## config.mk

```make
export PLATFORM = sky130hd
export DESIGN_NAME = code39_edge_timing_decoder
export DESIGN_NICKNAME = d
export VERILOG_FILES = /design/src/rtl/c39_pkg.sv /design/src/rtl/c39_dur_ram.sv /design/src/rtl/c39_sym_ram.sv /design/src/rtl/code39_edge_timing_decoder.sv
export SDC_FILE = /design/constraint.sdc
export NUM_CORES = 2
export LEC_CHECK = 0
export BUFFER_PORTS_ARGS = -buffer_cell sky130_fd_sc_hd__buf_4
export CAP_MARGIN = 20
export CORE_AREA = 2 2 254 256
export DETAILED_ROUTE_END_ITERATION = 10
export DIE_AREA = 0 0 256 258
export PLACE_DENSITY = 0.82
export SLEW_MARGIN = 30
export SYNTH_ARGS = -nofsm -noshare
export SYNTH_HDL_FRONTEND = slang
export SYNTH_SLANG_ARGS = --single-unit
```

## constraint.sdc

```tcl
create_clock -name aclk -period 13.8 [get_ports aclk]
set_clock_uncertainty 0.2 [all_clocks]
set_input_delay 4.14 -clock aclk [delete_from_list [all_inputs] [get_ports aclk]]
set_output_delay 4.14 -clock aclk [all_outputs]
set_load 0.05 [all_outputs]
```

## src/rtl/c39_pkg.sv

```systemverilog
// Package: constants, types and Code 39 table for the edge-timing decoder
package c39_pkg;
    localparam int ELEMENTS_PER_CHAR = 9;
    localparam int MAX_CHARS = 100;
    localparam int DUR_W = 32;
    localparam int CNT_W = 7;
    localparam int SYM_W = 6;
    localparam int PAT_W = 9;
    localparam int IDX_W = 4;
    localparam logic [SYM_W-1:0] SYM_UNKNOWN = 6'd44;
    localparam logic [SYM_W-1:0] SYM_STAR = 6'd39;
    localparam int NUM_SYMS = 44;

    localparam logic [1:0] CFG_MAX_ELEM = 2'd0;
    localparam logic [1:0] CFG_END_GAP = 2'd1;
    localparam logic [1:0] CFG_MIN_CHARS = 2'd2;

    localparam logic KIND_CHAR = 1'b0;
    localparam logic KIND_END = 1'b1;

    localparam logic OP_EDGE = 1'b0;
    localparam logic OP_TIME = 1'b1;

    typedef struct packed {
        logic                    kind;
        logic [SYM_W-1:0]        symbol;
        logic [PAT_W-1:0]        pattern;
        logic [DUR_W-1:0]        shortest_us;
        logic [DUR_W-1:0]        longest_us;
        logic [DUR_W-1:0]        split_us;
        logic [CNT_W-1:0]        char_total;
        logic                    framed_ok;
        logic [SYM_W-1:0]        middle_symbol;
        logic                    stored;
    } result_t;

    function automatic logic [PAT_W-1:0] code_of(input logic [5:0] i);
        logic [PAT_W-1:0] c;
        unique case (i)
            6'd0: c = 9'h034;  6'd1: c = 9'h121;  6'd2: c = 9'h061;  6'd3: c = 9'h160;
            6'd4: c = 9'h031;  6'd5: c = 9'h130;  6'd6: c = 9'h070;  6'd7: c = 9'h025;
            6'd8: c = 9'h124;  6'd9: c = 9'h064;  6'd10: c = 9'h109; 6'd11: c = 9'h049;
            6'd12: c = 9'h148; 6'd13: c = 9'h019; 6'd14: c = 9'h118; 6'd15: c = 9'h058;
            6'd16: c = 9'h00D; 6'd17: c = 9'h10C; 6'd18: c = 9'h04C; 6'd19: c = 9'h01C;
            6'd20: c = 9'h103; 6'd21: c = 9'h043; 6'd22: c = 9'h142; 6'd23: c = 9'h013;
            6'd24: c = 9'h112; 6'd25: c = 9'h052; 6'd26: c = 9'h007; 6'd27: c = 9'h106;
            6'd28: c = 9'h046; 6'd29: c = 9'h016; 6'd30: c = 9'h181; 6'd31: c = 9'h0C1;
            6'd32: c = 9'h1C0; 6'd33: c = 9'h091; 6'd34: c = 9'h190; 6'd35: c = 9'h0D0;
            6'd36: c = 9'h085; 6'd37: c = 9'h184; 6'd38: c = 9'h0C4; 6'd39: c = 9'h094;
            6'd40: c = 9'h0A8; 6'd41: c = 9'h0A2; 6'd42: c = 9'h08A; 6'd43: c = 9'h02A;
            default: c = 9'h000;
        endcase
        return c;
    endfunction

    function automatic logic [PAT_W-1:0] reverse9(input logic [PAT_W-1:0] p);
        logic [PAT_W-1:0] r;
        for (int i = 0; i < PAT_W; i++) r[i] = p[PAT_W-1-i];
        return r;
    endfunction

    function automatic logic [SYM_W-1:0] lookup(input logic [PAT_W-1:0] pat);
        logic [SYM_W-1:0] fwd;
        logic [SYM_W-1:0] rev;
        logic [PAT_W-1:0] rp;
        fwd = SYM_UNKNOWN;
        rev = SYM_UNKNOWN;
        rp = reverse9(pat);
        for (int i = NUM_SYMS - 1; i >= 0; i--) begin
            if (code_of(6'(i)) == pat) fwd = 6'(i);
            if (code_of(6'(i)) == rp) rev = 6'(i);
        end
        return (fwd != SYM_UNKNOWN) ? fwd : rev;
    endfunction
endpackage

```

## src/rtl/c39_dur_ram.sv

```systemverilog
// Duration store: nine 32-bit entries, one write and one registered read port
module c39_dur_ram import c39_pkg::*; (
    input  logic             aclk,
    input  logic             wr_en,
    input  logic [IDX_W-1:0] wr_addr,
    input  logic [DUR_W-1:0] wr_data,
    input  logic [IDX_W-1:0] rd_addr,
    output logic [DUR_W-1:0] rd_data
);
    logic [DUR_W-1:0] mem [ELEMENTS_PER_CHAR];

    always_ff @(posedge aclk) begin
        if (wr_en) mem[wr_addr] <= wr_data;
        rd_data <= mem[rd_addr];
    end
endmodule

```

## src/rtl/c39_sym_ram.sv

```systemverilog
// First-symbol store: three 6-bit entries, registered read
module c39_sym_ram import c39_pkg::*; (
    input  logic             aclk,
    input  logic             wr_en,
    input  logic [1:0]       wr_addr,
    input  logic [SYM_W-1:0] wr_data,
    input  logic [1:0]       rd_addr,
    output logic [SYM_W-1:0] rd_data
);
    logic [SYM_W-1:0] mem [3];

    always_ff @(posedge aclk) begin
        if (wr_en) mem[wr_addr] <= wr_data;
        rd_data <= mem[rd_addr];
    end
endmodule

```

## src/rtl/code39_edge_timing_decoder.sv

```systemverilog
// Top level: edge-timing Code 39 decoder
// Input beats on s_axis: tdata = {black, stamp_us}, tuser = op (0 edge, 1 time check).
// Results on m_axis, at most one per input beat.
// Plain edges are handled in the idle state. The ninth element of a character
// runs a scan of the duration memory: 9 reads for min/max, 9 reads for the
// pattern, then lookup, one read at a time through the single read port. A
// finishing time check reads the symbol memory three times.
// One item is processed at a time; s_tready is low while one is in work
// or while a result waits in the output register.
// Reset (aresetn low, synchronous) returns to waiting for white, clears
// counts and the timer and restores the register defaults. Stored durations
// and symbols are not cleared. A stalled m_tready holds the result and
// blocks new input beats.
module code39_edge_timing_decoder import c39_pkg::*; (
    input  logic          aclk,
    input  logic          aresetn,
    input  logic          s_tvalid,
    output logic          s_tready,
    input  logic [39:0]   s_tdata,   // stamp_us[31:0], black[32], zero pad
    input  logic          s_tuser,   // op
    output logic          m_tvalid,
    input  logic          m_tready,
    output logic [127:0]  m_tdata,   // symbol, pattern, shortest, longest, split,
                                     // char_total, framed_ok, middle_symbol, stored
    output logic          m_tuser,   // kind
    input  logic          cfg_we,
    input  logic [1:0]    cfg_index,
    input  logic [31:0]   cfg_data
);
    localparam logic [2:0] ST_IDLE = 3'd0;
    localparam logic [2:0] ST_MIN  = 3'd1;
    localparam logic [2:0] ST_PAT  = 3'd2;
    localparam logic [2:0] ST_LOOK = 3'd3;
    localparam logic [2:0] ST_END  = 3'd4;

    localparam logic [1:0] M_WW = 2'd0;
    localparam logic [1:0] M_WB = 2'd1;
    localparam logic [1:0] M_SC = 2'd2;

    logic [DUR_W-1:0] max_elem_reg, end_gap_reg;
    logic [CNT_W-1:0] min_chars_reg;
    logic [2:0] st_reg;
    logic [1:0] mode_reg;
    logic [IDX_W-1:0] eidx_reg;
    logic [DUR_W-1:0] last_reg, white_reg;
    logic [CNT_W-1:0] good_reg, all_reg;
    logic [IDX_W:0] cnt_reg;
    logic [DUR_W-1:0] lo_reg, hi_reg, split_reg;
    logic [PAT_W-1:0] pat_reg;
    logic out_v_reg;
    result_t res_reg;

    logic d_we;
    logic [IDX_W-1:0] d_wa, d_ra;
    logic [DUR_W-1:0] d_wd, d_rd;
    logic s_we;
    logic [1:0] s_wa, s_ra;
    logic [SYM_W-1:0] s_wd, s_rd;

    logic acc;
    logic [DUR_W-1:0] stamp, dur;
    logic blk;
    logic rd_valid;
    logic [SYM_W-1:0] sym;

    assign stamp = s_tdata[31:0];
    assign blk = s_tdata[32];
    assign dur = stamp - last_reg;
    assign s_tready = (st_reg == ST_IDLE) && !out_v_reg;
    assign acc = s_tvalid && s_tready;
    assign rd_valid = (cnt_reg != '0);
    assign sym = lookup(pat_reg);

    c39_dur_ram u_dur (.aclk, .wr_en(d_we), .wr_addr(d_wa), .wr_data(d_wd),
                       .rd_addr(d_ra), .rd_data(d_rd));
    c39_sym_ram u_sym (.aclk, .wr_en(s_we), .wr_addr(s_wa), .wr_data(s_wd),
                       .rd_addr(s_ra), .rd_data(s_rd));

    assign d_we = acc && s_tuser == OP_EDGE && mode_reg == M_SC && !(dur > max_elem_reg);
    assign d_wa = eidx_reg;
    assign d_wd = dur;
    assign d_ra = cnt_reg[IDX_W-1:0];
    assign s_we = (st_reg == ST_LOOK) && all_reg < CNT_W'(3);
    assign s_wa = all_reg[1:0];
    assign s_wd = sym;
    assign s_ra = (st_reg != ST_END || cnt_reg == '0) ? 2'd0 :
                  (cnt_reg == (IDX_W+1)'(1)) ? 2'd2 : 2'd1;

    always_ff @(posedge aclk) begin
        if (!aresetn) begin
            max_elem_reg <= 32'd500000;
            end_gap_reg <= 32'd300000;
            min_chars_reg <= CNT_W'(3);
        end else if (cfg_we) begin
            unique case (cfg_index)
                CFG_MAX_ELEM: max_elem_reg <= cfg_data;
                CFG_END_GAP: end_gap_reg <= cfg_data;
                CFG_MIN_CHARS: min_chars_reg <= cfg_data[CNT_W-1:0];
                default: ;
            endcase
        end
    end

    always_ff @(posedge aclk) begin
        if (!aresetn) begin
            st_reg <= ST_IDLE;
            mode_reg <= M_WW;
            eidx_reg <= '0;
            last_reg <= '0;
            white_reg <= '0;
            good_reg <= '0;
            all_reg <= '0;
            cnt_reg <= '0;
            out_v_reg <= 1'b0;
        end else begin
            if (out_v_reg && m_tready) out_v_reg <= 1'b0;
            unique case (st_reg)
                ST_IDLE: begin
                    if (acc && s_tuser == OP_TIME) begin
                        if (good_reg >= min_chars_reg && white_reg != '0 &&
                            (stamp - white_reg) > end_gap_reg) begin
                            st_reg <= ST_END;
                            cnt_reg <= '0;
                        end
                    end else if (acc) begin
                        if (mode_reg != M_SC) begin
                            if (good_reg != '0 && !blk && white_reg == '0)
                                white_reg <= stamp;
                            if (blk) white_reg <= '0;
                        end
                        unique case (mode_reg)
                            M_WW: if (!blk) begin
                                mode_reg <= M_WB;
                                last_reg <= stamp;
                            end
                            M_WB: if (blk) begin
                                mode_reg <= M_SC;
                                eidx_reg <= '0;
                                last_reg <= stamp;
                            end
                            M_SC: begin
                                if (dur > max_elem_reg) begin
                                    mode_reg <= M_WW;
                                end else begin
                                    last_reg <= stamp;
                                    if (eidx_reg == IDX_W'(ELEMENTS_PER_CHAR - 1)) begin
                                        eidx_reg <= '0;
                                        st_reg <= ST_MIN;
                                        cnt_reg <= '0;
                                        lo_reg <= '1;
                                        hi_reg <= '0;
                                    end else begin
                                        eidx_reg <= eidx_reg + 1'b1;
                                    end
                                end
                            end
                            default: mode_reg <= M_WW;
                        endcase
                    end
                end
                ST_MIN: begin
                    if (rd_valid) begin
                        if (d_rd < lo_reg) lo_reg <= d_rd;
                        if (d_rd > hi_reg) hi_reg <= d_rd;
                    end
                    if (cnt_reg == (IDX_W+1)'(ELEMENTS_PER_CHAR)) begin
                        st_reg <= ST_PAT;
                        cnt_reg <= '0;
                        pat_reg <= '0;
                    end else begin
                        cnt_reg <= cnt_reg + 1'b1;
                    end
                end
                ST_PAT: begin
                    if (!rd_valid) split_reg <= lo_reg + ((hi_reg - lo_reg) >> 1);
                    else pat_reg <= {pat_reg[PAT_W-2:0], d_rd > split_reg};
                    if (cnt_reg == (IDX_W+1)'(ELEMENTS_PER_CHAR)) st_reg <= ST_LOOK;
                    else cnt_reg <= cnt_reg + 1'b1;
                end
                ST_LOOK: begin
                    res_reg <= '{kind: KIND_CHAR, symbol: sym, pattern: pat_reg,
                                 shortest_us: lo_reg, longest_us: hi_reg,
                                 split_us: split_reg,
                                 char_total: (all_reg < CNT_W'(MAX_CHARS)) ?
                                             all_reg + 1'b1 : all_reg,
                                 framed_ok: 1'b0, middle_symbol: '0, stored: 1'b0};
                    if (all_reg < CNT_W'(MAX_CHARS)) all_reg <= all_reg + 1'b1;
                    if (sym != SYM_UNKNOWN && good_reg < CNT_W'(MAX_CHARS - 1))
                        good_reg <= good_reg + 1'b1;
                    out_v_reg <= 1'b1;
                    st_reg <= ST_IDLE;
                end
                ST_END: begin
                    // reads entries 0, 2, 1 in turn; each read lands in the next cycle
                    cnt_reg <= cnt_reg + 1'b1;
                    if (cnt_reg == (IDX_W+1)'(1)) lo_reg[SYM_W-1:0] <= s_rd;
                    if (cnt_reg == (IDX_W+1)'(2)) begin
                        res_reg <= '{kind: KIND_END, symbol: '0, pattern: '0,
                                     shortest_us: '0, longest_us: '0, split_us: '0,
                                     char_total: all_reg,
                                     framed_ok: all_reg == CNT_W'(3) &&
                                                lo_reg[SYM_W-1:0] == SYM_STAR &&
                                                s_rd == SYM_STAR,
                                     middle_symbol: '0, stored: all_reg == CNT_W'(3)};
                    end
                    if (cnt_reg == (IDX_W+1)'(3)) begin
                        if (all_reg >= CNT_W'(2)) res_reg.middle_symbol <= s_rd;
                        good_reg <= '0;
                        all_reg <= '0;
                        white_reg <= '0;
                        mode_reg <= M_WW;
                        out_v_reg <= 1'b1;
                        st_reg <= ST_IDLE;
                    end
                end
                default: st_reg <= ST_IDLE;
            endcase
        end
    end

    assign m_tvalid = out_v_reg;
    assign m_tuser = res_reg.kind;
    assign m_tdata = {2'd0, res_reg.stored, res_reg.middle_symbol, res_reg.framed_ok,
                      res_reg.char_total, res_reg.split_us, res_reg.longest_us,
                      res_reg.shortest_us, res_reg.pattern, res_reg.symbol};
endmodule

```

==> metrics.md <==
| Metric | Value |
|---|---|
| First-pass GRT wire length | between 100 and 150 mm |
| Die Height | roughly 260 µm |
| Initial DRC count | about 2300 |
| Most common cell in the netlist | edfxtp_1 |
| Crit path buffers/inverters | 4 |
| Longest Clk Path Bufs | 3 |
| # hold bufs at CTS | 0 |
| Clock share of power | 0.425 |
| Antenna violations before repair | 1 |
| P&R area growth vs syn | 13.0% |
| Unique masters post-synth | 90 |
| Die ar. | 66000 µm² |
| Met2 usage | 0.450 |
| Status | finished clean |
| Die Wd | 256 µm |
| RSZ-0062 raised after global routing | false |
| CTS H-Tree Depth | 3 |
| Clock slew at reported path FFs | approximately 0.06 ns |
| Hpwl dp | about 60 mm |
| Number of global-route vias before repair | 26100 |
| GRT busiest layer | met2 |
| Core ar. | between 60000 and 70000 µm² |
| CP Max Fanout | 19 |
| Final Cycle Share | 0.793 |
| TritonRoute pass-1 iters | 6 |
| Worst Reg2Reg Path Length in Cells | 23 |
| NetSw | roughly 1.1 mW |
| Grt ovf | 0 |
| Drt wl/cell | slightly below 20 µm |
| Flip-flop and latch count after synthesis | 740 |
| Clk root buf | clkbuf_16 |
| F_max | 91.4 MHz |
| Clock Sink Count | 740 |
| Seq/Total Area, Yosys | 0.530 |
| Cell leakage power | about 16 nW |
| Post-CTS Setup Inserts | 0 |
| Sw frac | 0.223 |
| Design Power | between 4 and 5 mW |
| CTS tree | done |
| WS Path Type | input port to flop |
| EDFF count, synth | approximately 540 |
| DRT antenna net count | 0 |
| Crit-path max cell delay | 0.72 ns |
| Most area-consuming cells after synthesis | edfxtp_1 42%, dfxtp_1 11%, ha_1 9.9% |
| Worst reg2reg setup slack | ~6 ns |
| Insertion delay to the later sink of the worst-skew pair | between 0.6 and 0.7 ns |
| Via count | ~27000 |
| Cell family with the largest share of critical-path delay | simple AND/OR/NAND/NOR gates |
| Cts bufs inserted | 75 |
| Max-slew violations | 0 |
| Slew at the pin closest to its max-slew limit | ~1.0 ns |
| Final Hold Fails | 0 |
| Resized Gates After CTS | 0 |
| CP required | about 14 ns |
| Share of cells above drive strength 1 | 0.132 |
| # nets final | roughly 4000 |
| Setup tns final | 0 ns |
| Max VDD drop | around 0.000092 V |
| Worst reg2reg path startpoint | last_reg[13] |
| Io pins | between 200 and 250 |
| DR DRC count | 0 |
| Initial Utilization | 0.599 |
| Count of buffers from port buffering | 201 |
| Reg-to-Reg End | u_dur.mem[1][8] |
| Avg Cell Area, Syn | between 10 and 15 µm² |
| Max stage delay cell, worst path | and2_1 |
| Final setup fails | 0 |
| DRT Wirelength | ~87 mm |
| Logic gate share of total power | 0.073 |
| Via-to-Cell Ratio | about 6 |
| Met3 usage in global routing | 0.0309 |
| Cell row count | 93 |
| Critical path startpoint category | input port |
| Max FFs per register | between 200 and 300 |
| Area leader, netlist | edfxtp_1 |
| Top reg by flops | u_dur.mem |
| Primary FF master, synth | edfxtp_1 |
| Internal power | 3.77 mW |
| Hold WC Path Type | flop to flop |
| Post-Syn Area | 38100 µm² |
| Largest net degree at the start of global routing | 93 |
| WP data arrival | 11.02 ns |
| Hold_sp | u_dur.mem[8][8] |
| Most frequent cells after synthesis | 538 x edfxtp_1, 303 x ha_1, 279 x nor2_1 |
| Seq pwr share | 0.502 |
| Post-Syn Instances | around 3400 |
| Setup crit end kind | flop |
| GR Layer Usage met1 | 0.342 |
| Synth Warn # | 0 |
| ANT cells | 0 |
| Final min period | 10.94 ns |
| Slew Limit Headroom | 0.331 |
| Asr flop ratio synth | 0 |
| Share of the synthesized area in the top cell type | 0.424 |
| Number of max-cap violations | 0 |
| Hold-critical path endpoint | u_dur.rd_data[8] |
| Min-Delay Path Depth | 2 |
| Final GP Congestion | roughly 0.91 |
| PwrDens | 112 nW/µm² |
| GRT Total Usage | 0.261 |
-- power by group through the flow --
stage,combinational (mW),sequential [mW],clock [mW]
floorplan,0.237,2.48,0
global placement,0.330,2.48,0
detailed placement,0.344,2.48,0
CTS,0.348,2.43,2.09
global route,0.396,2.43,2.17
finish,0.354,2.43,2.06
-- how the worst max path moves through the flow --
stage / start / endpoint / slack, ns / depth (start not counted)
finish: s_tdata[0] / u_dur.mem[1][8] / 2.86 / 26
global route: s_tdata[0] / u_dur.mem[1][10] / 2.35 / 26
CTS: s_tdata[0] / u_dur.mem[1][4] / 2.85 / 26
detailed placement: s_tdata[0] / u_dur.mem[1][23] / 2.28 / 26
global placement: s_tdata[0] / u_dur.mem[1][27] / 2.43 / 26
floorplan: s_tdata[0] / hi_reg[0] / 1.49 / 24
-- placed cells by master, fill, tap and decap left out, types with 64 or more instances in the layout --
cell type / instances
a21o_1: 84
ha_1: 303
inv_1: 275
edfxtp_1: 538
mux4_2: 64
dfxtp_1: 198
clkbuf_16: 78
a21oi_1: 242
nor2_1: 276
mux2i_1: 84
xnor2_1: 75
buf_4: 232
o21ai_0: 146
nand2_1: 262
nand3_1: 85
-- metrics by stage --
step | hold slack (ns) | worst slack (ns) | instance area [µm²] | util | cells
global placement | 0.229 | 2.43 | 40500 | 0.636 | 4355
floorplan | 0.222 | 1.49 | 38100 | - | 3396
finish | 0.247 | 2.86 | 43100 | 0.677 | 4494
CTS | 0.253 | 2.85 | 43100 | 0.676 | 4494
global route | 0.270 | 2.35 | 43100 | 0.677 | 4494
detailed placement | 0.232 | 2.28 | 40500 | 0.637 | 4356
-- tightest hold or removal path: stages, from the launching register on --
cell      delay (ns)
edfxtp_1        0.32
nand2_1         0.05
o21ai_0         0.05
-- routing by layer --
layer  wire (µm)  share of wire  vias to the layer above
met5           0              0                        -
met4        2830          0.033                        0
met3        5260          0.061                      182
met2       42700           0.49                      971
met1       36100           0.42                    12800
li1            -              -                    12700
-- area by class of cell --
cell class	instances	area, µm²
Multi-Input combinational cell	2252	16500
Fill cell	4588	20600
Clock buffer	97	2100
Sequential cell	740	20200
Tap cell	855	1070
Timing Repair Buffer	233	1760
Clock inverter	41	414
Inverter	276	1040
-- logic make-up after synthesis --
family,after synthesis,share of synthesized area
other,1,0.0000983
flip-flops,740,0.530
buffers and inverters,404,0.0409
XOR/XNOR,117,0.0274
AND/OR/NAND/NOR,982,0.126
adder cells (fa/ha/maj),307,0.101
AO/OA/AOI/OAI,694,0.115
multiplexers,150,0.0604
No activity file was read; power rests on OpenSTA's default activity.
